--- config.mk ---
export PLATFORM = sky130hd
export DESIGN_NAME = amqp_frame_stream_decoder_flat
export DESIGN_NICKNAME = d
export VERILOG_FILES = /design/src/rtl/afsd_pkg.sv /design/src/rtl/afsd_stream_if.sv /design/src/rtl/afsd_queue.sv /design/src/rtl/afsd_front.sv /design/src/rtl/afsd_back.sv /design/src/rtl/amqp_frame_stream_decoder.sv /design/src/flat_wrapper.sv
export SDC_FILE = /design/constraint.sdc
export NUM_CORES = 1
export LEC_CHECK = 0
export BUFFER_PORTS_ARGS = -buffer_cell sky130_fd_sc_hd__clkbuf_2
export CAP_MARGIN = 40
export CORE_ASPECT_RATIO = 0.8
export CORE_MARGIN = 2
export CORE_UTILIZATION = 63
export CTS_BUF_LIST = sky130_fd_sc_hd__clkbuf_16
export DETAILED_ROUTE_END_ITERATION = 10
export PLACE_DENSITY = 0.9
export SLEW_MARGIN = 40
export SYNTH_ARGS = -nofsm -noshare
export SYNTH_HDL_FRONTEND = slang
export SYNTH_SLANG_ARGS = --single-unit
--- constraint.sdc ---
create_clock -name clk -period 8.5 [get_ports clk]
set_input_delay 1.7 -clock clk [delete_from_list [all_inputs] [get_ports clk]]
set_output_delay 1.7 -clock clk [all_outputs]
set_load 0.005 [all_outputs]
--- src/rtl/afsd_pkg.sv ---
// Shared types and constants for the frame stream decoder
package afsd_pkg;

    localparam logic [31:0] FRAME_LIMIT_RESET = 32'd4096;
    localparam int unsigned QUEUE_DEPTH = 2;
    localparam logic [7:0]  END_OCTET = 8'hCE;
    localparam logic [7:0]  TYPE_METHOD = 8'd1;
    localparam logic [7:0]  TYPE_HEADER = 8'd2;
    localparam logic [7:0]  TYPE_BODY = 8'd3;
    localparam logic [15:0] CLASS_BASIC = 16'd60;
    localparam logic [15:0] METHOD_PUBLISH = 16'd40;
    localparam logic [15:0] METHOD_DELIVER = 16'd60;
    // Index of the seventh and last byte of a frame header
    localparam logic [31:0] HDR_LAST = 32'd6;

    typedef enum logic [1:0]
    {
        REG_SERVER_MODE = 2'd0,
        REG_FLOW_ENABLE = 2'd1,
        REG_FRAME_LIMIT = 2'd2,
        REG_SPARE       = 2'd3
    } reg_index_t;

    typedef enum logic [2:0]
    {
        KIND_NONE     = 3'd0,
        KIND_ARG      = 3'd1,
        KIND_CMD_END  = 3'd2,
        KIND_BODY     = 3'd3,
        KIND_MSG_DONE = 3'd4,
        KIND_ERROR    = 3'd5
    } kind_t;

    typedef enum logic [3:0]
    {
        ERR_METHOD_TYPE = 4'd0,
        ERR_TOO_LARGE   = 4'd1,
        ERR_SHORT       = 4'd2,
        ERR_END_OCTET   = 4'd3,
        ERR_FLOW_OFF    = 4'd4,
        ERR_HDR_TYPE    = 4'd5,
        ERR_HDR_CLASS   = 4'd6,
        ERR_BODY_TYPE   = 4'd7,
        ERR_OVERRUN     = 4'd8
    } err_t;

    typedef enum logic [2:0]
    {
        PH_MHDR = 3'd0,
        PH_MPAY = 3'd1,
        PH_CHDR = 3'd2,
        PH_CPAY = 3'd3,
        PH_BHDR = 3'd4,
        PH_BDAT = 3'd5,
        PH_BEND = 3'd6
    } phase_t;

    // Byte handed from the front to the back
    typedef struct packed
    {
        logic [7:0] data;
    } token_t;

    typedef struct packed
    {
        kind_t       kind;
        logic [7:0]  data;
        logic [15:0] class_no;
        logic [15:0] method_no;
        logic [31:0] arg_count;
        err_t        error_code;
    } result_t;

endpackage

--- src/rtl/afsd_stream_if.sv ---
// Valid/ready channel interfaces for the decoder
interface afsd_in_if;
    logic       valid;
    logic       ready;
    logic [7:0] in_byte;
    modport source (output valid, output in_byte, input ready);
    modport sink (input valid, input in_byte, output ready);
endinterface

interface afsd_out_if;
    logic        valid;
    logic        ready;
    logic [2:0]  out_kind;
    logic [7:0]  out_byte;
    logic [15:0] out_class;
    logic [15:0] out_method;
    logic [31:0] arg_count;
    logic [3:0]  error_code;
    modport source (output valid, output out_kind, output out_byte, output out_class,
                    output out_method, output arg_count, output error_code, input ready);
    modport sink (input valid, input out_kind, input out_byte, input out_class,
                  input out_method, input arg_count, input error_code, output ready);
endinterface

--- src/rtl/afsd_queue.sv ---
// Small token queue between the front and back parts
module afsd_queue #(
    parameter int unsigned DEPTH = afsd_pkg::QUEUE_DEPTH
) (
    input  logic             clk,
    input  logic             rst_n,
    input  logic             push,
    input  afsd_pkg::token_t push_data,
    output logic             full,
    input  logic             pop,
    output afsd_pkg::token_t pop_data,
    output logic             empty
);
    localparam int unsigned AW = (DEPTH > 1) ? $clog2(DEPTH) : 1;

    afsd_pkg::token_t mem [DEPTH];
    logic [AW-1:0] wr_ptr_reg, wr_ptr_next, rd_ptr_reg, rd_ptr_next;
    logic [AW:0]   count_reg, count_next;

    assign full     = (count_reg == (AW+1)'(DEPTH));
    assign empty    = (count_reg == '0);
    assign pop_data = mem[rd_ptr_reg];

    always_comb
    begin
        wr_ptr_next = wr_ptr_reg;
        rd_ptr_next = rd_ptr_reg;
        if (push)
        begin
            wr_ptr_next = (wr_ptr_reg == AW'(DEPTH - 1)) ? '0 : wr_ptr_reg + 1'b1;
        end
        if (pop)
        begin
            rd_ptr_next = (rd_ptr_reg == AW'(DEPTH - 1)) ? '0 : rd_ptr_reg + 1'b1;
        end
        count_next = count_reg + (AW+1)'(push) - (AW+1)'(pop);
    end

    always_ff @(posedge clk)
    begin
        if (push)
        begin
            mem[wr_ptr_reg] <= push_data;
        end
    end

    always_ff @(posedge clk or negedge rst_n)
    begin
        if (!rst_n)
        begin
            wr_ptr_reg <= '0;
            rd_ptr_reg <= '0;
            count_reg  <= '0;
        end
        else
        begin
            wr_ptr_reg <= wr_ptr_next;
            rd_ptr_reg <= rd_ptr_next;
            count_reg  <= count_next;
        end
    end
endmodule

--- src/rtl/afsd_front.sv ---
// Front part: takes bytes and pushes them into the queue
module afsd_front (
    afsd_in_if.sink          in_ch,
    input  logic             q_full,
    output logic             q_push,
    output afsd_pkg::token_t q_data
);
    assign in_ch.ready = !q_full;
    assign q_push      = in_ch.valid && !q_full;
    assign q_data.data = in_ch.in_byte;
endmodule

--- src/rtl/afsd_back.sv ---
// Back part: frame state machine and result register
module afsd_back (
    input  logic             clk,
    input  logic             rst_n,
    input  logic             server_mode,
    input  logic             flow_enable,
    input  logic [31:0]      frame_limit,
    input  logic             q_empty,
    input  afsd_pkg::token_t q_data,
    output logic             q_pop,
    afsd_out_if.source       out_ch
);
    afsd_pkg::phase_t phase_reg, phase_next;
    logic [55:0] hdr_reg, hdr_next;
    logic [31:0] cnt_reg, cnt_next, len_reg, len_next;
    logic [15:0] cls_reg, cls_next, mth_reg, mth_next;
    logic [63:0] total_reg, total_next, offs_reg, offs_next;
    logic        halted_reg, halted_next;
    afsd_pkg::result_t res_reg, res_next;
    logic        res_valid_reg;
    logic        go;
    logic [55:0] hdr_shifted;
    logic [7:0]  b;
    logic [7:0]  ftype;
    logic [31:0] fsize;
    logic        too_large, is_start, overrun;
    logic [63:0] remain;

    assign go    = !q_empty && (!res_valid_reg || out_ch.ready);
    assign q_pop = go;
    assign b     = q_data.data;
    assign hdr_shifted = {hdr_reg[47:0], b};
    assign ftype = hdr_shifted[55:48];
    assign fsize = hdr_shifted[31:0];
    assign too_large = ({1'b0, fsize} + 33'd1) > {1'b0, frame_limit};
    assign remain = total_reg - offs_reg;
    assign overrun = {32'd0, fsize} > remain;
    assign is_start = (cls_reg == afsd_pkg::CLASS_BASIC) &&
        (mth_reg == (server_mode ? afsd_pkg::METHOD_PUBLISH : afsd_pkg::METHOD_DELIVER));

    always_comb
    begin
        phase_next  = phase_reg;
        hdr_next    = hdr_reg;
        cnt_next    = cnt_reg;
        len_next    = len_reg;
        cls_next    = cls_reg;
        mth_next    = mth_reg;
        total_next  = total_reg;
        offs_next   = offs_reg;
        halted_next = halted_reg;
        res_next    = '0;
        res_next.kind = afsd_pkg::KIND_NONE;
        res_next.error_code = afsd_pkg::ERR_METHOD_TYPE;
        if (!halted_reg)
        begin
            unique case (phase_reg)
                afsd_pkg::PH_MHDR, afsd_pkg::PH_CHDR, afsd_pkg::PH_BHDR:
                begin
                    hdr_next = hdr_shifted;
                    if (cnt_reg != afsd_pkg::HDR_LAST)
                    begin
                        cnt_next = cnt_reg + 32'd1;
                    end
                    else
                    begin
                        cnt_next = '0;
                        priority if (phase_reg == afsd_pkg::PH_MHDR)
                        begin
                            cls_next = '0;
                            mth_next = '0;
                            if (ftype != afsd_pkg::TYPE_METHOD)
                            begin
                                halted_next = 1'b1;
                                res_next.kind = afsd_pkg::KIND_ERROR;
                                res_next.error_code = afsd_pkg::ERR_METHOD_TYPE;
                            end
                            else if (too_large)
                            begin
                                halted_next = 1'b1;
                                res_next.kind = afsd_pkg::KIND_ERROR;
                                res_next.error_code = afsd_pkg::ERR_TOO_LARGE;
                            end
                            else
                            begin
                                len_next = fsize;
                                phase_next = afsd_pkg::PH_MPAY;
                            end
                        end
                        else if (phase_reg == afsd_pkg::PH_CHDR)
                        begin
                            if (ftype != afsd_pkg::TYPE_HEADER)
                            begin
                                halted_next = 1'b1;
                                res_next.kind = afsd_pkg::KIND_ERROR;
                                res_next.error_code = afsd_pkg::ERR_HDR_TYPE;
                            end
                            else if (too_large)
                            begin
                                halted_next = 1'b1;
                                res_next.kind = afsd_pkg::KIND_ERROR;
                                res_next.error_code = afsd_pkg::ERR_TOO_LARGE;
                            end
                            else
                            begin
                                len_next = fsize;
                                hdr_next = '0;
                                total_next = '0;
                                phase_next = afsd_pkg::PH_CPAY;
                            end
                        end
                        else
                        begin
                            if (ftype != afsd_pkg::TYPE_BODY)
                            begin
                                halted_next = 1'b1;
                                res_next.kind = afsd_pkg::KIND_ERROR;
                                res_next.error_code = afsd_pkg::ERR_BODY_TYPE;
                            end
                            else if (overrun)
                            begin
                                halted_next = 1'b1;
                                res_next.kind = afsd_pkg::KIND_ERROR;
                                res_next.error_code = afsd_pkg::ERR_OVERRUN;
                            end
                            else
                            begin
                                len_next = fsize;
                                phase_next = (fsize != '0) ? afsd_pkg::PH_BDAT
                                                           : afsd_pkg::PH_BEND;
                            end
                        end
                    end
                end
                afsd_pkg::PH_MPAY:
                begin
                    if (cnt_reg < len_reg)
                    begin
                        cnt_next = cnt_reg + 32'd1;
                        if (cnt_reg < 32'd2)
                        begin
                            cls_next = {cls_reg[7:0], b};
                        end
                        else if (cnt_reg < 32'd4)
                        begin
                            mth_next = {mth_reg[7:0], b};
                        end
                        else if (!is_start)
                        begin
                            res_next.kind = afsd_pkg::KIND_ARG;
                            res_next.data = b;
                        end
                    end
                    else
                    begin
                        cnt_next = '0;
                        if (len_reg < 32'd4)
                        begin
                            halted_next = 1'b1;
                            res_next.kind = afsd_pkg::KIND_ERROR;
                            res_next.error_code = afsd_pkg::ERR_SHORT;
                        end
                        else if (b != afsd_pkg::END_OCTET)
                        begin
                            halted_next = 1'b1;
                            res_next.kind = afsd_pkg::KIND_ERROR;
                            res_next.error_code = afsd_pkg::ERR_END_OCTET;
                        end
                        else if (is_start)
                        begin
                            if (!flow_enable)
                            begin
                                halted_next = 1'b1;
                                res_next.kind = afsd_pkg::KIND_ERROR;
                                res_next.error_code = afsd_pkg::ERR_FLOW_OFF;
                            end
                            else
                            begin
                                phase_next = afsd_pkg::PH_CHDR;
                                hdr_next = '0;
                            end
                        end
                        else
                        begin
                            phase_next = afsd_pkg::PH_MHDR;
                            hdr_next = '0;
                            res_next.kind = afsd_pkg::KIND_CMD_END;
                            res_next.arg_count = len_reg - 32'd4;
                        end
                    end
                end
                afsd_pkg::PH_CPAY:
                begin
                    if (cnt_reg < len_reg)
                    begin
                        cnt_next = cnt_reg + 32'd1;
                        if (cnt_reg < 32'd2)
                        begin
                            hdr_next = {40'd0, hdr_reg[7:0], b};
                        end
                        else if (cnt_reg >= 32'd4 && cnt_reg < 32'd12)
                        begin
                            total_next = {total_reg[55:0], b};
                        end
                    end
                    else
                    begin
                        cnt_next = '0;
                        if (len_reg < 32'd12)
                        begin
                            halted_next = 1'b1;
                            res_next.kind = afsd_pkg::KIND_ERROR;
                            res_next.error_code = afsd_pkg::ERR_SHORT;
                        end
                        else if (hdr_reg[15:0] != afsd_pkg::CLASS_BASIC)
                        begin
                            halted_next = 1'b1;
                            res_next.kind = afsd_pkg::KIND_ERROR;
                            res_next.error_code = afsd_pkg::ERR_HDR_CLASS;
                        end
                        else if (b != afsd_pkg::END_OCTET)
                        begin
                            halted_next = 1'b1;
                            res_next.kind = afsd_pkg::KIND_ERROR;
                            res_next.error_code = afsd_pkg::ERR_END_OCTET;
                        end
                        else
                        begin
                            offs_next = '0;
                            hdr_next = '0;
                            phase_next = afsd_pkg::PH_BHDR;
                        end
                    end
                end
                afsd_pkg::PH_BDAT:
                begin
                    offs_next = offs_reg + 64'd1;
                    cnt_next = cnt_reg + 32'd1;
                    if (cnt_next >= len_reg)
                    begin
                        cnt_next = '0;
                        phase_next = afsd_pkg::PH_BEND;
                    end
                    res_next.kind = afsd_pkg::KIND_BODY;
                    res_next.data = b;
                end
                default:
                begin
                    cnt_next = '0;
                    hdr_next = '0;
                    if (b != afsd_pkg::END_OCTET)
                    begin
                        halted_next = 1'b1;
                        res_next.kind = afsd_pkg::KIND_ERROR;
                        res_next.error_code = afsd_pkg::ERR_END_OCTET;
                    end
                    else if (offs_reg == total_reg)
                    begin
                        phase_next = afsd_pkg::PH_MHDR;
                        res_next.kind = afsd_pkg::KIND_MSG_DONE;
                    end
                    else
                    begin
                        phase_next = afsd_pkg::PH_BHDR;
                    end
                end
            endcase
        end
        // Ids on the result include this byte's update
        res_next.class_no  = cls_next;
        res_next.method_no = mth_next;
    end

    assign out_ch.valid      = res_valid_reg;
    assign out_ch.out_kind   = res_reg.kind;
    assign out_ch.out_byte   = res_reg.data;
    assign out_ch.out_class  = res_reg.class_no;
    assign out_ch.out_method = res_reg.method_no;
    assign out_ch.arg_count  = res_reg.arg_count;
    assign out_ch.error_code = res_reg.error_code;

    always_ff @(posedge clk)
    begin
        if (go)
        begin
            res_reg <= res_next;
        end
    end

    always_ff @(posedge clk or negedge rst_n)
    begin
        if (!rst_n)
        begin
            phase_reg     <= afsd_pkg::PH_MHDR;
            hdr_reg       <= '0;
            cnt_reg       <= '0;
            len_reg       <= '0;
            cls_reg       <= '0;
            mth_reg       <= '0;
            total_reg     <= '0;
            offs_reg      <= '0;
            halted_reg    <= 1'b0;
            res_valid_reg <= 1'b0;
        end
        else
        begin
            if (go)
            begin
                phase_reg  <= phase_next;
                hdr_reg    <= hdr_next;
                cnt_reg    <= cnt_next;
                len_reg    <= len_next;
                cls_reg    <= cls_next;
                mth_reg    <= mth_next;
                total_reg  <= total_next;
                offs_reg   <= offs_next;
                halted_reg <= halted_next;
                res_valid_reg <= 1'b1;
            end
            else if (out_ch.ready)
            begin
                res_valid_reg <= 1'b0;
            end
        end
    end
endmodule

--- src/rtl/amqp_frame_stream_decoder.sv ---
// Top level of the AMQP 0-9 frame stream decoder
// One received byte per transfer in, exactly one result per byte out, at one byte per
// cycle sustained while the output is ready. A byte passes the front, then a two-entry
// queue, then the back state machine, which counts frame header bytes and registers the
// result: a byte is first stored in the queue and its result then in the result register.
// After any error the block gives kind 0 for every byte until reset.
module amqp_frame_stream_decoder #(
    parameter int unsigned QUEUE_DEPTH = afsd_pkg::QUEUE_DEPTH
) (
    input  logic        clk,
    input  logic        rst_n,
    input  logic        cfg_we,
    input  logic [1:0]  cfg_index,
    input  logic [31:0] cfg_data,
    afsd_in_if.sink     in_ch,
    afsd_out_if.source  out_ch
);
    logic        server_mode_reg, flow_enable_reg;
    logic [31:0] frame_limit_reg;
    logic        q_push, q_pop, q_full, q_empty;
    afsd_pkg::token_t q_in, q_out;

    always_ff @(posedge clk or negedge rst_n)
    begin
        if (!rst_n)
        begin
            server_mode_reg <= 1'b0;
            flow_enable_reg <= 1'b0;
            frame_limit_reg <= afsd_pkg::FRAME_LIMIT_RESET;
        end
        else if (cfg_we)
        begin
            unique case (afsd_pkg::reg_index_t'(cfg_index))
                afsd_pkg::REG_SERVER_MODE: server_mode_reg <= cfg_data[0];
                afsd_pkg::REG_FLOW_ENABLE: flow_enable_reg <= cfg_data[0];
                afsd_pkg::REG_FRAME_LIMIT: frame_limit_reg <= cfg_data;
                default: ;
            endcase
        end
    end

    afsd_front u_front (
        .in_ch     (in_ch),
        .q_full    (q_full),
        .q_push    (q_push),
        .q_data    (q_in)
    );

    afsd_queue #(.DEPTH(QUEUE_DEPTH)) u_queue (
        .clk       (clk),
        .rst_n     (rst_n),
        .push      (q_push),
        .push_data (q_in),
        .full      (q_full),
        .pop       (q_pop),
        .pop_data  (q_out),
        .empty     (q_empty)
    );

    afsd_back u_back (
        .clk         (clk),
        .rst_n       (rst_n),
        .server_mode (server_mode_reg),
        .flow_enable (flow_enable_reg),
        .frame_limit (frame_limit_reg),
        .q_empty     (q_empty),
        .q_data      (q_out),
        .q_pop       (q_pop),
        .out_ch      (out_ch)
    );
endmodule

--- src/flat_wrapper.sv ---
// flat-port wrapper written by rule: the top's interface ports become plain ports
module amqp_frame_stream_decoder_flat 
#(
    parameter int unsigned QUEUE_DEPTH = afsd_pkg::QUEUE_DEPTH
)
  (clk, rst_n, cfg_we, cfg_index, cfg_data, in_ch_valid, in_ch_in_byte, in_ch_ready, out_ch_valid, out_ch_out_kind, out_ch_out_byte, out_ch_out_class, out_ch_out_method, out_ch_arg_count, out_ch_error_code, out_ch_ready);
  afsd_in_if in_ch_i ();
  afsd_out_if out_ch_i ();
  input  logic clk;
  input  logic rst_n;
  input  logic cfg_we;
  input  logic [1:0] cfg_index;
  input  logic [31:0] cfg_data;
  input wire logic [$bits(in_ch_i.valid)-1:0] in_ch_valid;
  input wire logic [$bits(in_ch_i.in_byte)-1:0] in_ch_in_byte;
  output wire logic [$bits(in_ch_i.ready)-1:0] in_ch_ready;
  output wire logic [$bits(out_ch_i.valid)-1:0] out_ch_valid;
  output wire logic [$bits(out_ch_i.out_kind)-1:0] out_ch_out_kind;
  output wire logic [$bits(out_ch_i.out_byte)-1:0] out_ch_out_byte;
  output wire logic [$bits(out_ch_i.out_class)-1:0] out_ch_out_class;
  output wire logic [$bits(out_ch_i.out_method)-1:0] out_ch_out_method;
  output wire logic [$bits(out_ch_i.arg_count)-1:0] out_ch_arg_count;
  output wire logic [$bits(out_ch_i.error_code)-1:0] out_ch_error_code;
  input wire logic [$bits(out_ch_i.ready)-1:0] out_ch_ready;
  assign in_ch_i.valid = in_ch_valid;
  assign in_ch_i.in_byte = in_ch_in_byte;
  assign in_ch_ready = in_ch_i.ready;
  assign out_ch_valid = out_ch_i.valid;
  assign out_ch_out_kind = out_ch_i.out_kind;
  assign out_ch_out_byte = out_ch_i.out_byte;
  assign out_ch_out_class = out_ch_i.out_class;
  assign out_ch_out_method = out_ch_i.out_method;
  assign out_ch_arg_count = out_ch_i.arg_count;
  assign out_ch_error_code = out_ch_i.error_code;
  assign out_ch_i.ready = out_ch_ready;
  amqp_frame_stream_decoder #(.QUEUE_DEPTH(QUEUE_DEPTH)) u_core (.clk(clk), .rst_n(rst_n), .cfg_we(cfg_we), .cfg_index(cfg_index), .cfg_data(cfg_data), .in_ch(in_ch_i), .out_ch(out_ch_i));
endmodule
==> flow_summary_export.csv, run 1 <==
group,metric,value,unit
outcome,status,"finished clean",
cells_and_area,fin_nets,3489,
cells_and_area,final_common_cell,"nand2_1",
die,dieArea,0.0460,mm2
setup_path,crit_type,"register to register",
synth,syn_nets,3465,
global_routing,grt_pass1_vias,24400,
cells_and_area,fin_util,0.697,
synth,async_reset_ff_frac,0.768,
setup_path,max_stage_delay,0.64,ns
routing,ant_nets,0,
pwr,power_density,197,mW/mm2
placement,dp_hpwl,64.5,mm
cells_and_area,drive_gt1_frac,0.0929,
cells_and_area,mostFrequentLayoutCells,"nand2_1, dfrtp_1, nor2_1, o21ai_0, ha_1",
setup_path,cp.required,8.95,ns
sta,finalSetupTns,0,ns
setup_path,worst-path-buf-inv,2,
pwr,clockPowerShare,0.319,
routing,drc,0,
setup_path,crit_path_end,"u_core.u_back.len_reg[17]",
sta,hold_viol,0,
routing,vias,26100,
setup_path,crit_family,"simple AND/OR/NAND/NOR gates",
cts,cts_max_level,2,
global_routing,grt_use_total,0.376,
synth,synth-edff-count,95,
sta,slew_viol_final,0,
flow_run,drv_cap,0,
setup_path,startpoint,"u_core.u_back.offs_reg[0]",
global_routing,grt_max_degree,129,
global_routing,grt-ovfl-total,0,
sta,worstMarginPinSlew,0.876,ns
cts,cts_num_sinks,410,
sta,setup_violations,0,
setup_path,reg2reg_depth,25,
setup_path,crit_cells,25,
die,core-area,0.0434,mm2
cells_and_area,area_delta_synth_final,8.54,%
routing,wire_per_inst,22.7,um
setup_path,timing.rr.end,"u_core.u_back.len_reg[17]",
routing,firstDrtPassIters,7,
placement,place_congestion,1.07,
setup_path,cp-end-kind,"register",
pwr,p_sw_frac,0.322,
die,start_util,0.643,
synth,synthFlopType,"dfrtp_1",
routing,wirelength,87.0,mm
pwr,power.leakage,13.9,nW
cts,post-cts-setup-buffers,0,
cells_and_area,antenna_cells,0,
routing,drt-initial-drc-count,3751,
setup_path,crit_path_max_fanout,29,
die,ioPinCount,128,
synth,yosys.area.top_type,"dfrtp_1",
pwr,p_int,0.00405,W
pwr,p_switching,0.00193,W
global_routing,antenna_found_initial,0,
setup_path,crit_slowest_cell,"or4b_2",
die,rows,68,
sta,slew_headroom,0.416,
cts,cts_root_buf,"clkbuf_16",
synth,yosys-top-cells-area,"dfrtp_1, edfxtp_1, ha_1, nand2_1, o21ai_0",
cts,cts_resized,0,
sta,max_freq,0.133,GHz
pwr,p_comb_frac,0.241,
cts,cts_buffers,42,
synth,synth_top_area_share,0.282,
synth,synth_cells,3216,
synth,ys_seq_area_frac,0.385,
setup_path,r2r-start,"u_core.u_back.offs_reg[0]",
worst_hold_path,hold_class,"register to register",
cts,clk_pin_slew,0.06,ns
cells_and_area,nFillCells,3295,
die,die_width,239,um
setup_path,arrival,7.99,ns
routing,via_per_inst,6.81,
sta,rsz0062_at_grt,"false",
sta,post-route-period-util,0.886,
cts,clk_path_buf_depth,3,
cts,clk_latency,0.59,ns
synth,synth.avg_cell_area,8.67,um2
cts,cts_tree,"done",
pwr,peakVddDrop,0.000188,V
synth,ys_warn_count,0,
sta,fin_skew,0.0268,ns
synth,yosys_register_bits,410,
die,die_h,192,um
synth,netlist_area,0.0279,mm2
cts,ctsHoldBuffers,0,
setup_path,cp-start-kind,"register",
global_routing,grt_pass1_wl,136,mm
placement,io_buffers,127,
pwr,seqPwrFrac,0.441,
sta,period_needed,7.53,ns
setup_path,r2r_slack,0.97,ns
synth,synth.distinct_cells,97,
## Yosys cell counts (9+ instances only)
cell type,instances
and4_1,9
or4_1,9
a221oi_1,14
nand2b_1,37
or3_1,20
o21a_1,28
o31ai_1,31
nand3_1,135
edfxtp_1,95
and2_1,15
and3_1,38
o21ai_0,237
a21o_1,43
nor2_1,249
inv_1,163
dfrtp_1,314
a21oi_1,146
nor4_1,58
o21ai_1,18
buf_2,23
mux2_2,35
nor2b_1,24
xor2_1,48
mux2i_1,45
clkbuf_1,144
a311o_1,25
ha_1,201
xnor2_1,133
a22o_1,64
a31oi_1,14
nand2_1,467
nor3_1,73
o211ai_1,17
nand4_1,81
or2_2,9
## metal layers
| layer | up-vias | global-route usage | routed length [um] |
|---|---|---|---|
| met3 | 206 | 0.0868 | 10900 |
| met4 | 0 | 0.103 | 2230 |
| met2 | 1738 | 0.553 | 37100 |
| li1 | 11600 | - | - |
| met1 | 12600 | 0.554 | 36800 |
| met5 | - | 0 | 0 |
## worst min-delay path, delay by kind of cell, from the launching register on
family / cells / cell delay (ns)
simple gates: 1 / 0.05
compound gates: 1 / 0.06
flops: 1 / 0.34
## metrics by stage
stage,power (W),cells,hold WS [ns],instance area (um2),setup WS (ns)
after global routing,0.00622,3834,0.500,30300,0.722
after detailed placement,0.00405,3755,0.464,28800,1.34
after CTS,0.00595,3833,0.477,30200,1.25
final,0.00597,3834,0.479,30300,0.969
after global placement,0.00395,3755,0.462,28800,1.52
after floorplan,0.00341,3216,0.441,27900,2.51
## worst min-delay path by stage
stage	startpoint	to	slack, ns	depth (start not counted)
after global placement	u_core.u_back.hdr_reg[33]	u_core.u_back.hdr_reg[33]	0.46	2
after detailed placement	u_core.u_back.hdr_reg[47]	u_core.u_back.hdr_reg[47]	0.46	2
after CTS	u_core.u_back.hdr_reg[47]	u_core.u_back.hdr_reg[47]	0.48	2
after floorplan	u_core.u_back.hdr_reg[46]	u_core.u_back.hdr_reg[46]	0.44	2
final	u_core.u_back.hdr_reg[47]	u_core.u_back.hdr_reg[47]	0.48	2
after global routing	u_core.u_back.hdr_reg[47]	u_core.u_back.hdr_reg[47]	0.50	2
## kinds of logic after synthesis
kind of cell             after synthesis  synth area share
XOR/XNOR                             181            0.0569
AND/OR/NAND/NOR                     1260             0.214
adder cells (fa/ha/maj)              202            0.0909
buffers and inverters                343            0.0487
flip-flops                           410             0.385
multiplexers                          82            0.0311
AO/OA/AOI/OAI                        738             0.173
## power by group through the flow
stage	registers [W]	clock network, W	logic (W)
global placement	0.00263	0	0.00131
finish	0.00263	0.00190	0.00144
floorplan	0.00260	0	0.000814
CTS	0.00262	0.00192	0.00141
detailed placement	0.00266	0	0.00139
global route	0.00266	0.00200	0.00155
## final cells by class
type / instances / area, um2 / area share
multi-input cells: 2463 / 15900 / 0.525
flip-flops and latches: 410 / 10700 / 0.355
clock inverters: 34 / 297 / 0.00980
well taps: 560 / 701 / 0.0232
clock buffers: 44 / 1100 / 0.0364
inverters: 164 / 617 / 0.0204
repair buffers: 159 / 912 / 0.0301
(Power assumes the default switching activity.)
==> run 2: changes to the inputs <==
--- a/config.mk
+++ b/config.mk
@@ -9,10 +9,10 @@
 export CAP_MARGIN = 40
 export CORE_ASPECT_RATIO = 0.8
 export CORE_MARGIN = 2
-export CORE_UTILIZATION = 63
+export CORE_UTILIZATION = 68
 export CTS_BUF_LIST = sky130_fd_sc_hd__clkbuf_16
 export DETAILED_ROUTE_END_ITERATION = 10
-export PLACE_DENSITY = 0.9
+export PLACE_DENSITY = 0.95
 export SLEW_MARGIN = 40
 export SYNTH_ARGS = -nofsm -noshare
 export SYNTH_HDL_FRONTEND = slang
==> constraint.sdc (replaced) <==
create_clock -name clk -period 9.7 [get_ports clk]
set_input_delay 1.94 -clock clk [delete_from_list [all_inputs] [get_ports clk]]
set_output_delay 1.94 -clock clk [all_outputs]
set_load 0.005 [all_outputs]
==> run 2 against run 1 <==
Against the previous run:
- critical path depth shrank 2
- first-iteration DRC count grew 3.3%
- sequential power shrank 11%
- largest cell class unchanged
- highest routed layer unchanged
- flip-flop and latch count is the same
- clock skew is essentially flat
- critical endpoint is now u_core.u_back.total_reg[1]
- register-to-register slack gained 1.4 ns
- clock-buffer cell count shrank 1
==> flow_summary_export.csv, run 2 (synthesized netlist as in run 1, its figures left out) <==
group,metric,value,unit
outcome,status,"finished clean",
cells_and_area,nFillCells,2826,
sta,finalSetupTns,0,ns
placement,io_buffers,127,
sta,period_needed,7.31,ns
global_routing,grt_use_total,0.441,
global_routing,antenna_found_initial,0,
sta,setup_violations,0,
setup_path,cp-start-kind,"register",
cells_and_area,drive_gt1_frac,0.0956,
cts,post-cts-setup-buffers,0,
worst_hold_path,hold_class,"register to register",
cts,clk_pin_slew,0.07,ns
setup_path,crit_chain,"mux2i_1 -> buf_4 -> inv_1 -> ha_1 -> inv_1 -> nor3_1 -> and4_1 -> and4_1 -> and3_1 -> xor2_1 -> ha_1 -> a21o_1 -> a21o_1 -> a21oi_1 -> nor3_1 -> or4_1 -> a221o_1 -> a32o_1 -> nor4_1 -> o311ai_4 -> buf_4 -> buf_6 -> o31ai_1",
routing,via_per_inst,6.99,
cts,cts_tree,"done",
routing,ant_nets,0,
routing,wire_per_inst,24.8,um
routing,wirelength,94.6,mm
sta,holdWs,0.488,ns
worst_hold_path,whs_endpoint,"u_core.u_back.hdr_reg[34]",
sta,post-route-period-util,0.754,
die,rows,66,
cts,clk_latency,0.61,ns
placement,dp_hpwl,68.9,mm
cells_and_area,fin_nets,3491,
sta,max_freq,0.137,GHz
sta,worstMarginPinSlew,0.904,ns
global_routing,grt_pass1_vias,24800,
cts,cts_resized,0,
sta,slew_viol_final,0,
pwr,power.leakage,13.9,nW
placement,dp_cells,3741,
global_routing,grt_max_degree,108,
setup_path,max_stage_delay,0.81,ns
setup_path,cp-end-kind,"register",
routing,drt-initial-drc-count,3875,
cells_and_area,mostFrequentLayoutCells,"nand2_1, dfrtp_1, nor2_1, o21ai_0, ha_1",
placement,place_congestion,1.02,
sta,slew_headroom,0.382,
die,dieArea,0.0426,mm2
setup_path,cp.required,10.19,ns
cts,cts_root_buf,"clkbuf_16",
sta,fin_skew,0.0267,ns
global_routing,grt_pass1_wl,145,mm
die,core-area,0.0405,mm2
setup_path,arrival,7.81,ns
global_routing,grt-ovfl-total,0,
sta,rsz0062_at_grt,"false",
setup_path,crit_slowest_cell,"dfrtp_1",
cells_and_area,area_delta_synth_final,8.42,%
routing,drc,0,
cts,cts_max_level,2,
die,start_util,0.688,
sta,hold_viol,0,
setup_path,r2r-start,"u_core.u_queue.rd_ptr_reg",
die,ioPinCount,128,
die,die_width,230,um
flow_run,drv_cap,0,
setup_path,crit_type,"register to register",
die,die_h,185,um
cells_and_area,final_common_cell,"nand2_1",
setup_path,r2r_slack,2.39,ns
routing,firstDrtPassIters,9,
routing,vias,26700,
cells_and_area,multi_input_area,0.0159,mm2
worst_hold_path,worstHoldStart,"u_core.u_back.hdr_reg[34]",
worst_hold_path,hold_depth,2,
setup_path,reg2reg_depth,23,
cts,clk_path_buf_depth,3,
setup_path,timing.rr.end,"u_core.u_back.total_reg[1]",
pwr,power_density,175,mW/mm2
cells_and_area,finalNonFillerCells,3818,
cts,cts_num_sinks,410,
setup_path,crit_path_max_fanout,107,
cells_and_area,regArea,0.0107,mm2
cts,cts_buffers,42,
cells_and_area,antenna_cells,0,
pwr,peakVddDrop,0.000170,V
cts,ctsHoldBuffers,0,
[run 2: cell types whose count changed in the layout (fill, tap and decap cells not counted), moves of 2 or more]
| cell | change |
|---|---|
| inv_1 | -5 |
| bufinv_16 | -3 |
| buf_4 | +3 |
| nor3_2 | +2 |
| inv_16 | +2 |
| inv_6 | +2 |
| nor3_1 | -2 |
| clkinvlp_4 | +3 |
[run 2: area by class of cell]
cell class,count,share of cell area
clock inverter,33,0.00849
clock buffer,43,0.0356
timing repair buffer,161,0.0311
multi-input combinational,2463,0.527
tap,544,0.0225
inverter,164,0.0204
sequential,410,0.355
[run 2: worst max-delay path: cells and delay by family (launching register included)]
kind	cells	cell delay, ns
AND/OR/NAND/NOR	7	2.61
AO/OA/AOI/OAI	7	1.66
buffers and inverters	5	1.04
flip-flops	1	0.81
adder cells (fa/ha/maj)	2	0.50
multiplexers	1	0.23
XOR/XNOR	1	0.19
[run 2: how the worst max path moves through the flow]
stage                         startpoint                     endpoint  slack (ns)  depth (start not counted)
6_report       u_core.u_queue.rd_ptr_reg   u_core.u_back.total_reg[1]        2.39                         23
5_1_grt        u_core.u_queue.rd_ptr_reg   u_core.u_back.total_reg[1]        1.98                         23
4_1_cts        u_core.u_queue.rd_ptr_reg  u_core.u_back.total_reg[62]        2.53                         22
3_5_place_dp   u_core.u_queue.rd_ptr_reg   u_core.u_back.total_reg[1]        2.62                         21
3_3_place_gp   u_core.u_queue.rd_ptr_reg  u_core.u_back.total_reg[59]        2.81                         22
2_1_floorplan  u_core.u_queue.rd_ptr_reg     u_core.u_back.len_reg[0]        3.71                         28
[run 2: per-stage QoR]
step	total power (W)	setup slack, ns	instance area [um2]	utilization
6_report	0.00528	2.39	30200	0.745
4_1_cts	0.00521	2.53	30200	0.744
3_3_place_gp	0.00347	2.81	28800	0.709
5_1_grt	0.00544	1.98	30200	0.745
2_1_floorplan	0.00299	3.71	27900	-
3_5_place_dp	0.00358	2.62	28800	0.711
[run 2: per-layer routing]
layer / vias to the layer above / track usage / part of all wire
met5: - / 0 / 0
met4: 0 / 0.131 / 0.031
met3: 305 / 0.125 / 0.14
met2: 2040 / 0.632 / 0.41
met1: 12700 / 0.646 / 0.41
li1: 11600 / - / -
[run 2: power breakdown]
part           switching [W]  internal (W)  leakage (nW)
Combinational       0.000829      0.000486          8.30
Sequential          0.000223       0.00211          4.90
Clock               0.000762      0.000872         0.679
